===== src/rtl/bb_pkg.sv =====
// Shared types, constants and helper functions of the 3x3 box blur.
`timescale 1ns / 1ps
`default_nettype none
package bb_pkg;

	localparam int MAX_WIDTH_DEF = 1024;
	localparam int HEIGHT_LIMIT  = 4096;
	localparam int FW_RESET      = 640;
	localparam int FH_RESET      = 480;
	localparam int RECIP_SHIFT   = 20;

	localparam logic CFG_WIDTH  = 1'b0;
	localparam logic CFG_HEIGHT = 1'b1;

	localparam logic FUNC_PIXEL = 1'b0;
	localparam logic FUNC_DRAIN = 1'b1;

	// Work packet passed from front to back.
	typedef struct packed {
		logic        wr;
		logic [1:0]  wr_slot;
		logic [11:0] wr_col;
		logic [23:0] pix;
		logic        e0;
		logic        e1;
		logic [11:0] cc0;
		logic [11:0] rr;
		logic        fe;
	} cmd_t;

	// x mod 3; 4 = 1 (mod 3), so the 2-bit digits just add up.
	function automatic logic [1:0] mod3(input logic [11:0] x);
		logic [4:0] s;
		s = 5'(x[1:0]) + 5'(x[3:2]) + 5'(x[5:4]) + 5'(x[7:6]) + 5'(x[9:8]) + 5'(x[11:10]);
		case (s)
			5'd0, 5'd3, 5'd6, 5'd9, 5'd12, 5'd15, 5'd18: mod3 = 2'd0;
			5'd1, 5'd4, 5'd7, 5'd10, 5'd13, 5'd16:       mod3 = 2'd1;
			default:                                     mod3 = 2'd2;
		endcase
	endfunction

	// ceil(2^20 / (2*cnt)) for cnt 1..9.
	function automatic logic [19:0] recip(input logic [3:0] cnt);
		case (cnt)
			4'd1:    recip = 20'd524288;
			4'd2:    recip = 20'd262144;
			4'd3:    recip = 20'd174763;
			4'd4:    recip = 20'd131072;
			4'd5:    recip = 20'd104858;
			4'd6:    recip = 20'd87382;
			4'd7:    recip = 20'd74899;
			4'd8:    recip = 20'd65536;
			4'd9:    recip = 20'd58255;
			default: recip = 20'd524288;
		endcase
	endfunction

endpackage
`default_nettype wire


===== src/rtl/bb_queue.sv =====
// Small command FIFO between front and back.
`timescale 1ns / 1ps
`default_nettype none
module bb_queue import bb_pkg::*; (
	input  wire logic clk,
	input  wire logic arst_n,
	input  wire logic push,
	input  wire cmd_t wdata,
	output logic      full,
	input  wire logic pop,
	output cmd_t      rdata,
	output logic      empty
);
	cmd_t       buf_q [4];
	logic [1:0] wp_q, rp_q;
	logic [2:0] cnt_q;

	assign full  = cnt_q == 3'd4;
	assign empty = cnt_q == 3'd0;
	assign rdata = buf_q[rp_q];

	always_ff @(posedge clk) begin
		if (push)
			buf_q[wp_q] <= wdata;
	end

	always_ff @(posedge clk or negedge arst_n) begin
		if (!arst_n) begin
			wp_q  <= '0;
			rp_q  <= '0;
			cnt_q <= '0;
		end else begin
			if (push)
				wp_q <= wp_q + 2'd1;
			if (pop)
				rp_q <= rp_q + 2'd1;
			cnt_q <= cnt_q + 3'(push) - 3'(pop);
		end
	end
endmodule
`default_nettype wire


===== config.mk =====
export PLATFORM = sky130hd
export DESIGN_NAME = bb_queue
export DESIGN_NICKNAME = d
export VERILOG_FILES = /design/src/rtl/bb_pkg.sv /design/src/rtl/bb_queue.sv
export SDC_FILE = /design/constraint.sdc
export NUM_CORES = 1
export LEC_CHECK = 0
export BUFFER_PORTS_ARGS = -buffer_cell sky130_fd_sc_hd__buf_2
export CELL_PAD_IN_SITES_DETAIL_PLACEMENT = 0
export CELL_PAD_IN_SITES_GLOBAL_PLACEMENT = 2
export CORE_MARGIN = 2
export CORE_UTILIZATION = 32
export CTS_BUF_LIST = sky130_fd_sc_hd__clkbuf_8
export DETAILED_ROUTE_END_ITERATION = 8
export GPL_TIMING_DRIVEN = 0
export PLACE_DENSITY_LB_ADDON = 0.1
export SLEW_MARGIN = 30
export SYNTH_ARGS = -nofsm -noshare
export SYNTH_HDL_FRONTEND = slang
export SYNTH_SLANG_ARGS = --single-unit

===== constraint.sdc =====
create_clock -name clk -period 8.1 [get_ports clk]
set_clock_uncertainty 0.05 [all_clocks]
set_input_delay 1.215 -clock clk [delete_from_list [all_inputs] [get_ports clk]]
set_output_delay 1.215 -clock clk [all_outputs]
set_load 0.005 [all_outputs]

### Word-level counts from Yosys, hierarchy flattened

Memory sizes are Yosys's and may differ from the RTL's.
Cells that the tools add are included.

* register bits: 7
* RAM bits: 264
* input bits: 70
* output and inout port bits: 68
* logic and storage cells: 12
* memories kept: 1

Memories
* buf_q: words 4, width 66, rd ports 1, clocked after memory_dff 0, wr ports 1, line bb_queue.sv:14 `cmd_t buf_q [4];`

* $add $sub $neg: 4
* equality and inequality tests: 1
* mux-type cells: 2
* reductions and logical operators: 1

Operators with widths (number)
* $add A2 B1 Y2 const B: 2
* $add A3 B1 Y3: 1
* $eq A3 B3 Y1 const B: 1
* $logic_not A3 Y1: 1
* $sub A3 B1 Y3: 1
* $mux W1: 2

### Longest topological paths before layout

* word-level depth: 2
* gate-level depth with buffers: 6
* mapped depth without buffers: 6

### Worst setup path after synthesis

Ideal clock, no wire load.

* kind: input port to flip-flop
* from: in push
* to: mem buf_q[0][0] (netlist name), enable pin
* setup time: 0.431 ns
* arrival time: 2.766 ns
* required time: 7.619 ns
* path slack: 4.853 ns
* cell stages on the path: 1
* path buffers: 0
* cells stage by stage: and2_1

* longest elaborated chain between the ends: 2

RTL lines
* start, declared: line bb_queue.sv:7 `input wire logic push,`
* $mux W1: line bb_queue.sv:23 `if (push)`
* $mux W1 (implied by the code): line bb_queue.sv:24 `buf_q[wp_q] <= wdata;`
* end, declared: line bb_queue.sv:14

Every way passes these cells.

==> summary.md <==
| Metric | Value |
|---|---|
| Rel. slew slack | 47.4% |
| CTS tree | yes |
| Count leader, synth | edfxtp_1 |
| Total grt overflow | 0 |
| Async S/R FF share, synth | under 10% |
| Unique masters post-synth | 18 |
| Delay of the slowest cell on the worst path | between 0.3 and 0.4 ns |
| DR vias/cell | between 4 and 5 |
| Tcrit/Tclk final | between 40% and 50% |
| Worst Setup EP | rdata[52] |
| Clock power share | approximately a quarter |
| Remaining routing DRC violations | 0 |
| Run status | completed |
| Share of post-route cells with drive strength above 1 | between 40% and 50% |
| H-tree Lvls | 2 |
| Final instance area | ~12000 sq um |
| WL final | approximately 20000 microns |
| CP Cell Sequence | buf_2 > buf_2 > mux4_2 > buf_2 |
| Root Buffer | clkbuf_8 |
| Most used DFF post-synth | edfxtp_1 |
| I/O pins | ~140 |
| M2 GR Usage | between 15 and 20% |
| Internal | approximately 3.0 mW |
| Setup bufs post-CTS | 0 |
| Filler Cell Count | ~2.8k |
| Worst setup EP type | output port |
| Post_cts resized | 0 |
| Post-Syn Nets | 456 |
| Setup-failing EPs final | 0 |
| Die Wd | around 180 microns |
| DR vias | around 4.6k |
| Number of flops mapped to enable cells by yosys | 264 |
| Crit-path slowest cell | dfrtp_1 |
| Max Slew Vio Count | 0 |
| Worst hold-check path type | in2async |
| Worst-Skew Late Latency | 0.53 ns |
| DRT iter0 DRCs | between 150 and 200 |
| WP depth | 4 |
| Initial antenna violation count | 3 |
| Drt pass-1 iters | 4 |
| Logic pwr share | ~29% |
| CP arrival | approximately 2.1 ns |
| Area after DPL | ~11000 sq um |
| Flop pwr share | a little under half |
| Reg2Reg Launch Point | wp_q[0]$_DFFE_PN0P_ |
| Syn_area_per_cell | approximately 26 sq um |
| GRT busiest layer | met2 |
| Reg area | 8100 sq um |
| Row count | 64 |
| CP dominant cell by count | buf_2 |
| Startpoint types | register |
| Clock sink count | 271 |
| Die Footprint | ~32000 sq um |
| Nets | roughly 650 |
| Dominant cell type by area after synthesis | edfxtp_1 |
| Critical Path Source | rp_q[1]$_DFFE_PN0P_ |
| Area Overhead vs Synth | 21.3% |
| Hold Vio Cnt, Final | 0 |
| Area occupied by multi-input gates | roughly 1700 sq um |
| Synth top area share | about four fifths |
| Area contributors post-synth | edfxtp_1 (80%), mux4_2 (15%), dfrtp_1 (1.8%), ha_1 (0.76%), buf_12 (0.60%) |
| Hold_buf cts | 0 |
| Sw Share | between 20% and 30% |
| Req. time, crit path | ~6.8 ns |
| Max-Cap Viols | 0 |
| Ys Warns | 0 |
| Worst VDD drop | approximately 0.13 mV |
| Seq cells post-synth | 271 |
| Reg2Reg Setup Slack | a little over 6 ns |
| Fmax | 293 MHz |
| Largest net degree at the start of global routing | 36 |
| Leakage power | about 4.2 nW |
| Setup Total Neg Slack | 0 ns |
| Detail Route Antenna Nets | 0 |
| Die height | 180 microns |
| Period minus WS final | approximately 3.4 ns |
| Crit path max-delay family | buffers and inverters |
| Initial core utilization | approximately 32% |
| Setup CP Type | reg2out |
| Syn Std Cell Area | a little under 10000 sq um |
| CTS Buf Count | 46 |
| Seq/Total Area, Yosys | 81.6% |
| Worst-path clk slew | around 0.06 ns |
| GR met3 Demand/Resource | 3.90% |
| WL per Instance | between 15 and 20 microns |
| Crit Path Max Fanout | 10 |
| Hpwl dp | approximately 12000 microns |
| All-layer global routing usage | roughly an eighth |
| Switching power | ~1.2 mW |
| First-pass GRT wire length | 29900 microns |
| Met1 Usage GRT | roughly 16% |
| Core area | slightly above 30000 sq um |
| Number of global-route vias before repair | roughly 5.2k |
| Worst-margin pin slew | 0.789 ns |
| Cells after Synth | 379 |
| Worst r2r path cells | 4 |
| R2R Path End | buf_q[0][37]$_DFFE_PP_ |
| RSZ-0062 raised after global routing | no |
| Final Wtd Congestion | 0.647 |
| Top cells by count, synth | edfxtp_1 (264), mux4_2 (66), dfrtp_1 (7) |
| Power Dens Cells | roughly 350 nW/um^2 |
| Port bufs | about 140 |
| Crit path buf inv count | 3 |
| CTS max path bufs | 3 |
-- cells by family (layout without fill, tap and decap cells) --
kind of cell,Yosys count,after routing,synth area share [%]
XOR/XNOR,5,5,0.441
AO/OA/AOI/OAI,1,1,0.0503
buffers and inverters,21,244,1.56
other,0,2,0
flip-flops,271,271,81.6
AND/OR/NAND/NOR,8,8,0.441
multiplexers,66,66,15.0
adder cells (fa/ha/maj),7,7,0.957
-- stage by stage --
step | cells | setup WS, ns | hold WS (ns) | utilization, % | power [mW]
final | 1000 | 4.69 | 0.470 | 39.4 | 4.20
after global routing | 998 | 4.51 | 0.443 | 39.4 | 4.45
after CTS | 998 | 4.58 | 0.430 | 39.4 | 4.31
after detailed placement | 916 | 5.17 | 0.484 | 36.7 | 3.21
after global placement | 912 | 3.04 | 0.454 | 36.3 | 3.18
after floorplan | 379 | 4.85 | 0.441 | - | 2.66
-- final cells by class --
| class | count | area share (%) |
|---|---|---|
| Antenna cell | 2 | 0.0416 |
| Buffer | 15 | 1.10 |
| Clock buffer | 47 | 5.37 |
| Clock inverter | 35 | 1.37 |
| Inverter | 6 | 0.187 |
| Multi-Input combinational cell | 87 | 14.0 |
| Sequential cell | 271 | 67.3 |
| Tap cell | 396 | 4.11 |
| Timing Repair Buffer | 141 | 6.55 |
-- power groups by stage --
stage	logic, mW	clock network, mW	registers, mW
4_1_cts	1.29	1.12	1.90
3_3_place_gp	1.24	0	1.95
6_report	1.23	1.08	1.89
2_1_floorplan	0.747	0	1.92
3_5_place_dp	1.28	0	1.92
5_1_grt	1.36	1.18	1.91
-- metal layers --
layer	vias up	part of all wire, %
met5	-	0.035
li1	2007	-
met4	2	2.4
met1	2373	43
met3	44	6.4
met2	130	48
-- layout by cell type, fill, tap and decap left out, types with 6 or more instances in the layout --
master    synthesis  final
dfrtp_1           7      7
mux4_2           66     66
inv_1             6     22
clkbuf_8          0     47
buf_2             4    141
clkinv_1          0     14
ha_1              6      6
edfxtp_1        264    264
-- sequential cells by signal, summed over array words and instances, names as in the netlist --
signal and count:
buf_q 264, wp_q 2, cnt_q 3, rp_q 2
-- worst min path at each step --
| stage | depth (start not counted) | from | slack [ns] | end |
|---|---|---|---|---|
| 2_1_floorplan | 1 | wp_q[0]$_DFFE_PN0P_ | 0.44 | wp_q[0]$_DFFE_PN0P_ |
| 3_3_place_gp | 1 | wp_q[0]$_DFFE_PN0P_ | 0.45 | wp_q[0]$_DFFE_PN0P_ |
| 3_5_place_dp | 1 | wp_q[0]$_DFFE_PN0P_ | 0.48 | wp_q[0]$_DFFE_PN0P_ |
| 4_1_cts | 1 | arst_n | 0.43 | cnt_q[2]$_DFF_PN0_ |
| 5_1_grt | 1 | arst_n | 0.44 | cnt_q[2]$_DFF_PN0_ |
| 6_report | 1 | arst_n | 0.47 | wp_q[1]$_DFFE_PN0P_ |
-- worst register-to-register path, delay by kind of cell (launching register included) --
family	cells	cell delay, ns
adders and majority gates	1	0.15
DFF	1	0.43
and+or+nand+nor	1	0.55
buffers and inverters	2	0.43
Power figures use the tool's default switching activity.
