--- config.mk ---
export PLATFORM = sky130hd
export DESIGN_NAME = bb_front
export DESIGN_NICKNAME = d
export VERILOG_FILES = /design/src/rtl/bb_pkg.sv /design/src/rtl/bb_front.sv
export SDC_FILE = /design/constraint.sdc
export NUM_CORES = 1
export LEC_CHECK = 0
export BUFFER_PORTS_ARGS = -buffer_cell sky130_fd_sc_hd__buf_2
export CAP_MARGIN = 20
export CORE_UTILIZATION = 45
export CTS_CLUSTER_DIAMETER = 150
export DETAILED_ROUTE_END_ITERATION = 16
export GPL_TIMING_DRIVEN = 0
export PLACE_DENSITY = 0.69
export SYNTH_ARGS = -nofsm -noshare
export SYNTH_HDL_FRONTEND = slang
export SYNTH_SLANG_ARGS = --single-unit
--- constraint.sdc ---
create_clock -name clk -period 9.5 [get_ports clk]
set_input_delay 0.475 -clock clk [delete_from_list [all_inputs] [get_ports clk]]
set_output_delay 0.475 -clock clk [all_outputs]
set_load 0.005 [all_outputs]
--- src/rtl/bb_pkg.sv ---
// Shared types, constants and helper functions of the 3x3 box blur.
`timescale 1ns / 1ps
`default_nettype none
package bb_pkg;

	localparam int MAX_WIDTH_DEF = 1024;
	localparam int HEIGHT_LIMIT  = 4096;
	localparam int FW_RESET      = 640;
	localparam int FH_RESET      = 480;
	localparam int RECIP_SHIFT   = 20;

	localparam logic CFG_WIDTH  = 1'b0;
	localparam logic CFG_HEIGHT = 1'b1;

	localparam logic FUNC_PIXEL = 1'b0;
	localparam logic FUNC_DRAIN = 1'b1;

	// Work packet passed from front to back.
	typedef struct packed {
		logic        wr;
		logic [1:0]  wr_slot;
		logic [11:0] wr_col;
		logic [23:0] pix;
		logic        e0;
		logic        e1;
		logic [11:0] cc0;
		logic [11:0] rr;
		logic        fe;
	} cmd_t;

	// x mod 3; 4 = 1 (mod 3), so the 2-bit digits just add up.
	function automatic logic [1:0] mod3(input logic [11:0] x);
		logic [4:0] s;
		s = 5'(x[1:0]) + 5'(x[3:2]) + 5'(x[5:4]) + 5'(x[7:6]) + 5'(x[9:8]) + 5'(x[11:10]);
		case (s)
			5'd0, 5'd3, 5'd6, 5'd9, 5'd12, 5'd15, 5'd18: mod3 = 2'd0;
			5'd1, 5'd4, 5'd7, 5'd10, 5'd13, 5'd16:       mod3 = 2'd1;
			default:                                     mod3 = 2'd2;
		endcase
	endfunction

	// ceil(2^20 / (2*cnt)) for cnt 1..9.
	function automatic logic [19:0] recip(input logic [3:0] cnt);
		case (cnt)
			4'd1:    recip = 20'd524288;
			4'd2:    recip = 20'd262144;
			4'd3:    recip = 20'd174763;
			4'd4:    recip = 20'd131072;
			4'd5:    recip = 20'd104858;
			4'd6:    recip = 20'd87382;
			4'd7:    recip = 20'd74899;
			4'd8:    recip = 20'd65536;
			4'd9:    recip = 20'd58255;
			default: recip = 20'd524288;
		endcase
	endfunction

endpackage
`default_nettype wire

--- src/rtl/bb_front.sv ---
// Front end: tracks raster position and turns each beat into a command.
`timescale 1ns / 1ps
`default_nettype none
module bb_front import bb_pkg::*; (
	input  wire logic        clk,
	input  wire logic        arst_n,
	input  wire logic [12:0] eff_w,
	input  wire logic [12:0] eff_h,
	input  wire logic        take,
	input  wire logic        func,
	input  wire logic [23:0] pix,
	output cmd_t             cmd
);
	logic [11:0] row_q;
	logic [11:0] col_q;
	logic [12:0] drain_q;
	logic [12:0] col, row, dcol;
	logic        row_end, last;

	always_comb begin
		col = 13'(col_q);
		row = 13'(row_q);
		if (13'(col_q) >= eff_w) begin
			col = '0;
			row = 13'(row_q) + 13'd1;
		end
		if (row >= eff_h)
			row = '0;
		row_end = col == eff_w - 13'd1;
		dcol    = (drain_q >= eff_w) ? 13'd0 : drain_q;
		last    = dcol == eff_w - 13'd1;

		cmd = '0;
		if (func == FUNC_DRAIN) begin
			cmd.e0  = 1'b1;
			cmd.cc0 = dcol[11:0];
			cmd.rr  = 12'(eff_h - 13'd1);
			cmd.fe  = last;
		end else begin
			cmd.wr      = 1'b1;
			cmd.wr_slot = mod3(row[11:0]);
			cmd.wr_col  = col[11:0];
			cmd.pix     = pix;
			cmd.e0      = (row != 13'd0) && (col != 13'd0);
			cmd.e1      = (row != 13'd0) && row_end;
			cmd.cc0     = 12'(col - 13'd1);
			cmd.rr      = 12'(row - 13'd1);
		end
	end

	always_ff @(posedge clk or negedge arst_n) begin
		if (!arst_n) begin
			row_q   <= '0;
			col_q   <= '0;
			drain_q <= '0;
		end else if (take) begin
			if (func == FUNC_DRAIN) begin
				drain_q <= last ? 13'd0 : dcol + 13'd1;
			end else if (row_end) begin
				col_q <= '0;
				if (row == eff_h - 13'd1) begin
					row_q   <= '0;
					drain_q <= '0;
				end else begin
					row_q <= 12'(row + 13'd1);
				end
			end else begin
				col_q <= 12'(col + 13'd1);
				row_q <= row[11:0];
			end
		end
	end
endmodule
`default_nettype wire

---- Word-level counts from Yosys, hierarchy flattened ----
Memories as Yosys holds them, arrays and structs flattened.
Cells that the tools add are included.
operators by class
  equality and inequality tests ........... 3
  mux-type cells .......................... 16
  magnitude comparators ................... 3
  bitwise logic cells ..................... 1
  reduce and logical (&&, ||, !) cells .... 8
  add/subtract/negate cells ............... 13
operators with widths
  kind                                                                   count
  13-bit two-way mux                                                     7
  12-bit two-way mux                                                     4
  13-bit equality test                                                   3
  39-bit two-way mux                                                     1
  13-bit greater-or-equal comparator                                     2
  13-bit nonzero test                                                    2
  13-bit by 1-bit subtractor with 13-bit output (second input constant)  2
  12-bit by 1-bit adder with 12-bit output (second input constant)       2
  24-bit two-way mux                                                     1
  12-bit by 1-bit subtractor with 12-bit output (second input constant)  2
  12-bit by 1-bit adder with 13-bit output (second input constant)       1
  13-bit by 1-bit adder with 13-bit output (second input constant)       1
  12-bit by 13-bit greater-or-equal comparator with 1-bit output         1
  5-bit by 2-bit adder with 5-bit output                                 2
  4-bit by 2-bit adder with 5-bit output                                 1
  3-bit by 2-bit adder with 4-bit output                                 1
  2-bit nonzero test                                                     2
  2-bit by 2-bit adder with 3-bit output                                 1
  1-bit two-way mux                                                      3
  3-bit AND reduction                                                    1
  1-bit logical AND                                                      2
  2-bit AND reduction                                                    1
  1-bit NOT                                                              1
word-level totals
  memory bits (read-only) ................. 64
  output and inout port bits .............. 66
  bits of input ports ..................... 54
  logic and storage cells ................. 48
  bits in registers ....................... 37
  memories ................................ 1
memories
  name              words  width  read ports  clocked after memory_dff  wr ports  RTL line      RTL
  (name not given)  32     2      1           0                         0         bb_pkg.sv:35  case (s)

---- Depth between registers and ports, before layout ----
An unclocked memory read counts as a cell.
  depth after elaboration ................. 11
  gate-level depth with buffers ........... 32
  depth with buffers taken out ............ 28

---- Worst setup path after synthesis ----
OpenSTA, ideal clock, no wires.
  path kind ............................... input-to-output
  start point ............................. in eff_w[6]
  end point ............................... out cmd[63] in the netlist's numbering
  data arrival time ....................... 7.416 ns
  cell stages on the path ................. 31
  path slack .............................. 1.609 ns
  path buffers ............................ 4
  cells stage by stage .................... clkbuf_1 inv_1 ha_1 and4_1 and2_4 buf_6 a221oi_2 a21oi_1 xnor2_1 inv_1 ha_1 a21o_1 a21o_1 a21oi_1 and2_1 clkbuf_1 clkbuf_1 nand2_1 fa_1 fa_1 fa_1 inv_1 ha_1 fa_1 inv_1 ha_1 a21oi_1 nor2_1 a21oi_1 nor2_1 o311a_1
RTL lines
  element      RTL line        RTL
  from (decl)  bb_front.sv:7   input wire logic [12:0] eff_w,
  to (decl)    bb_front.sv:12  output cmd_t cmd

==> flow_summary.json <==
{
  "status": "finished, final reports clean",
  "tightest_slew_ps": 896,
  "post_cts_buffers": 0,
  "final_hold_viol_count": 0,
  "r2r_setup_slack_ps": 3300,
  "wire_per_inst_um": 18.4,
  "p_switching_w": 0.00108,
  "rows": 44,
  "die_h_um": 124,
  "p_comb_share_pct": 80.1,
  "clk_pin_slew_worst_paths_ps": 60,
  "start_util_pct": 46.1,
  "tritoncts": "yes",
  "insertion_delay_ps": 290,
  "utilization_pct": 52.9,
  "drive_gt1_share_pct": 15.4,
  "antenna_found_initial": 0,
  "p_total_w": 0.00206,
  "max_cap_violations": 0,
  "grt_pass1_wl_um": 34900,
  "reg2regPathDepth": 21,
  "final_common_cell": "buf_2",
  "fin_setup_tns_ps": 0,
  "dpl.hpwl_um": 18200,
  "routed_via_density": 6.21,
  "async_flop_share_pct": 100,
  "die_w_um": 124,
  "syn_to_final_growth_pct": 14.6,
  "ios": 120,
  "drv_slew": 0,
  "fillers": 1480,
  "end_kind": "output pin",
  "worstPathRequired_ps": 9030,
  "synth_flop_cell": "dfrtp_1",
  "p_seq_share_pct": 11.5,
  "crit-reg2reg-launch": "col_q[11]$_DFFE_PN0P_",
  "htreeDepth": 2,
  "ir_drop_mv": 0.496,
  "n_antenna_cell": 0,
  "io_buffers": 115,
  "sw_frac_of_total_pct": 52.3,
  "final_cell_mix": "120 x buf_2, 73 x nand2_1, 69 x nor2_1, 66 x inv_1, 60 x o21ai_0",
  "numCtsBuffers": 5,
  "ant_nets": 0,
  "arrival_ps": 8550,
  "path_class": "input port to output pin",
  "drtIter0Drc": 889,
  "fp.dieArea_um2": 15400,
  "finalCriticalPeriod_ps": 9030,
  "cts_root_buf": "clkbuf_16",
  "ys_seq_elements": 37,
  "grt_max_degree": 38,
  "vias": 7649,
  "cp_slowest_cell": "fa_1",
  "p_int_w": 0.000984,
  "place_ws_ps": 141,
  "finClkSkew_ps": 6.70,
  "power_density_nw_per_um2": 268,
  "syn_area_um2": 6700,
  "slew_headroom_pct": 39.9,
  "start_kind": "input port",
  "cts_sinks": 37,
  "ys_seq_area_share_pct": 13.8,
  "timing.fmax_ghz": 0.111,
  "leakagePower_nw": 3.60,
  "synth_cells": 925,
  "ys.warnings.count": 0,
  "multi_input_area_um2": 5310,
  "drc": 0,
  "regArea_um2": 926,
  "setup_viol": 0,
  "final_nets": 1163,
  "grt_usage_pct": 29.3,
  "clk_path_buf_depth": 2,
  "slowest_delay_ps": 530,
  "syn_avg_cell_area_um2": 7.25,
  "synth_edf_count": 0,
  "synth_fp_nets": 1041,
  "grt_pass1_vias": 6655,
  "r2r_end": "drain_q[10]$_DFFE_PN0P_",
  "dr.pass1.iters": 8,
  "coreArea_um2": 14500,
  "clkPwrFrac_pct": 8.4,
  "drt-total-wl_um": 22700,
  "ys_types": 84,
  "grt_overflow": 0,
  "hold_path.class": "input port to asynchronous set/reset pin",
  "period_share_pct": 95.0,
  "cp_max_fo": 10,
  "setup_slack_ps": 474,
  "gp_congestion": 0.951
}
## synth_stat cells, types with 5 or more instances
cell type  count  area [µm²]
o21a_1         6        45.0
or2_2          7        43.8
o211ai_1       9        67.6
a31oi_1        9        56.3
xor2_1        12         105
and4_1        10        87.6
nor2_1        69         259
ha_1          55         688
mux2i_1       12         120
nand3b_1       5        37.5
nor3b_1        6        45.0
nor4_1         9        56.3
o21ai_0       60         300
dfrtp_1       37         926
inv_1         66         248
o21ai_1        9        45.0
a21oi_1       42         210
buf_2          5        25.0
fa_1           7         140
nand2_1       73         274
a21o_1        11        82.6
clkbuf_1      46         173
or3_1          7        43.8
o211a_1        5        50.1
nand2b_1       9        56.3
nor3_1        24         120
a211oi_1      18         135
nand3_1       39         195
nand4_1       21         131
o22ai_1        5        31.3
xnor2_1       47         412
and2_1        13        81.3
and3_1        34         213
o31ai_1        9        67.6
a221o_1        5        50.1
nor2b_1       34         213
## metal layers
metal	vias up	GRT usage (%)	wire (µm)
met5	-	0	0
met4	0	7.89	501
met3	35	3.57	1930
met2	401	47.0	10300
met1	3582	41.2	9920
li1	3631	-	-
## metrics by stage
step	hold slack [ps]	instance area, µm²	std cells
2_1_floorplan	179	6700	925
3_3_place_gp	556	7510	1224
3_5_place_dp	561	7510	1224
4_1_cts	325	7660	1232
5_1_grt	367	7680	1232
6_report	290	7680	1232
## power by group through the flow
stage               combinational (W)  sequential [W]  clock [W]
floorplan                     0.00123        0.000219          0
finish                        0.00165        0.000238   0.000172
global placement              0.00159        0.000239          0
global route                  0.00186        0.000243   0.000177
CTS                           0.00163        0.000236   0.000172
detailed placement            0.00162        0.000239          0
## registers in the layout (all words and copies together) (netlist names)
signal / count
row_q: 12
drain_q: 13
col_q: 12
## cells by family after synthesis
logic type / count (synthesis) / share of synthesized area [%]
xor+xnor: 63 / 9.07
fa+ha+maj: 62 / 12.4
flops: 37 / 13.8
mux: 13 / 1.96
buf+inv: 124 / 7.32
simple gates: 379 / 30.3
compound gates: 247 / 25.2
## timing repair
item	in CTS	in global routing
hold endpoints to repair	0	0
resized for setup	0	7
setup endpoints to repair	0	2
hold buffers	0	0
## area by class of cell
type | instances | area share [%]
Inverter | 68 | 3.32
Sequential cell | 37 | 12.1
Buffer | 56 | 3.09
Clock inverter | 2 | 0.179
Tap cell | 184 | 3.00
Timing Repair Buffer | 115 | 7.49
Clock buffer | 6 | 1.81
Multi-Input combinational cell | 764 | 69.1
## worst max-delay path by stage
stage	startpoint	to	slack (ps)	cells past startpoint
floorplan	eff_w[6]	cmd[63]	1610	31
global placement	eff_w[7]	cmd[64]	180	32
CTS	eff_w[7]	cmd[64]	100	32
finish	eff_w[3]	cmd[64]	470	32
global route	eff_w[2]	cmd[64]	-3	31
detailed placement	eff_w[7]	cmd[64]	140	32
## worst max-delay path, delay by kind of cell
| family | cells | cell delay (ps) |
|---|---|---|
| XOR/XNOR | 1 | 440 |
| buffers and inverters | 9 | 1790 |
| adder cells (fa/ha/maj) | 8 | 3130 |
| AND/OR/NAND/NOR | 5 | 600 |
| multiplexers | 1 | 140 |
| AO/OA/AOI/OAI | 8 | 1950 |
(Power assumes the default switching activity.)
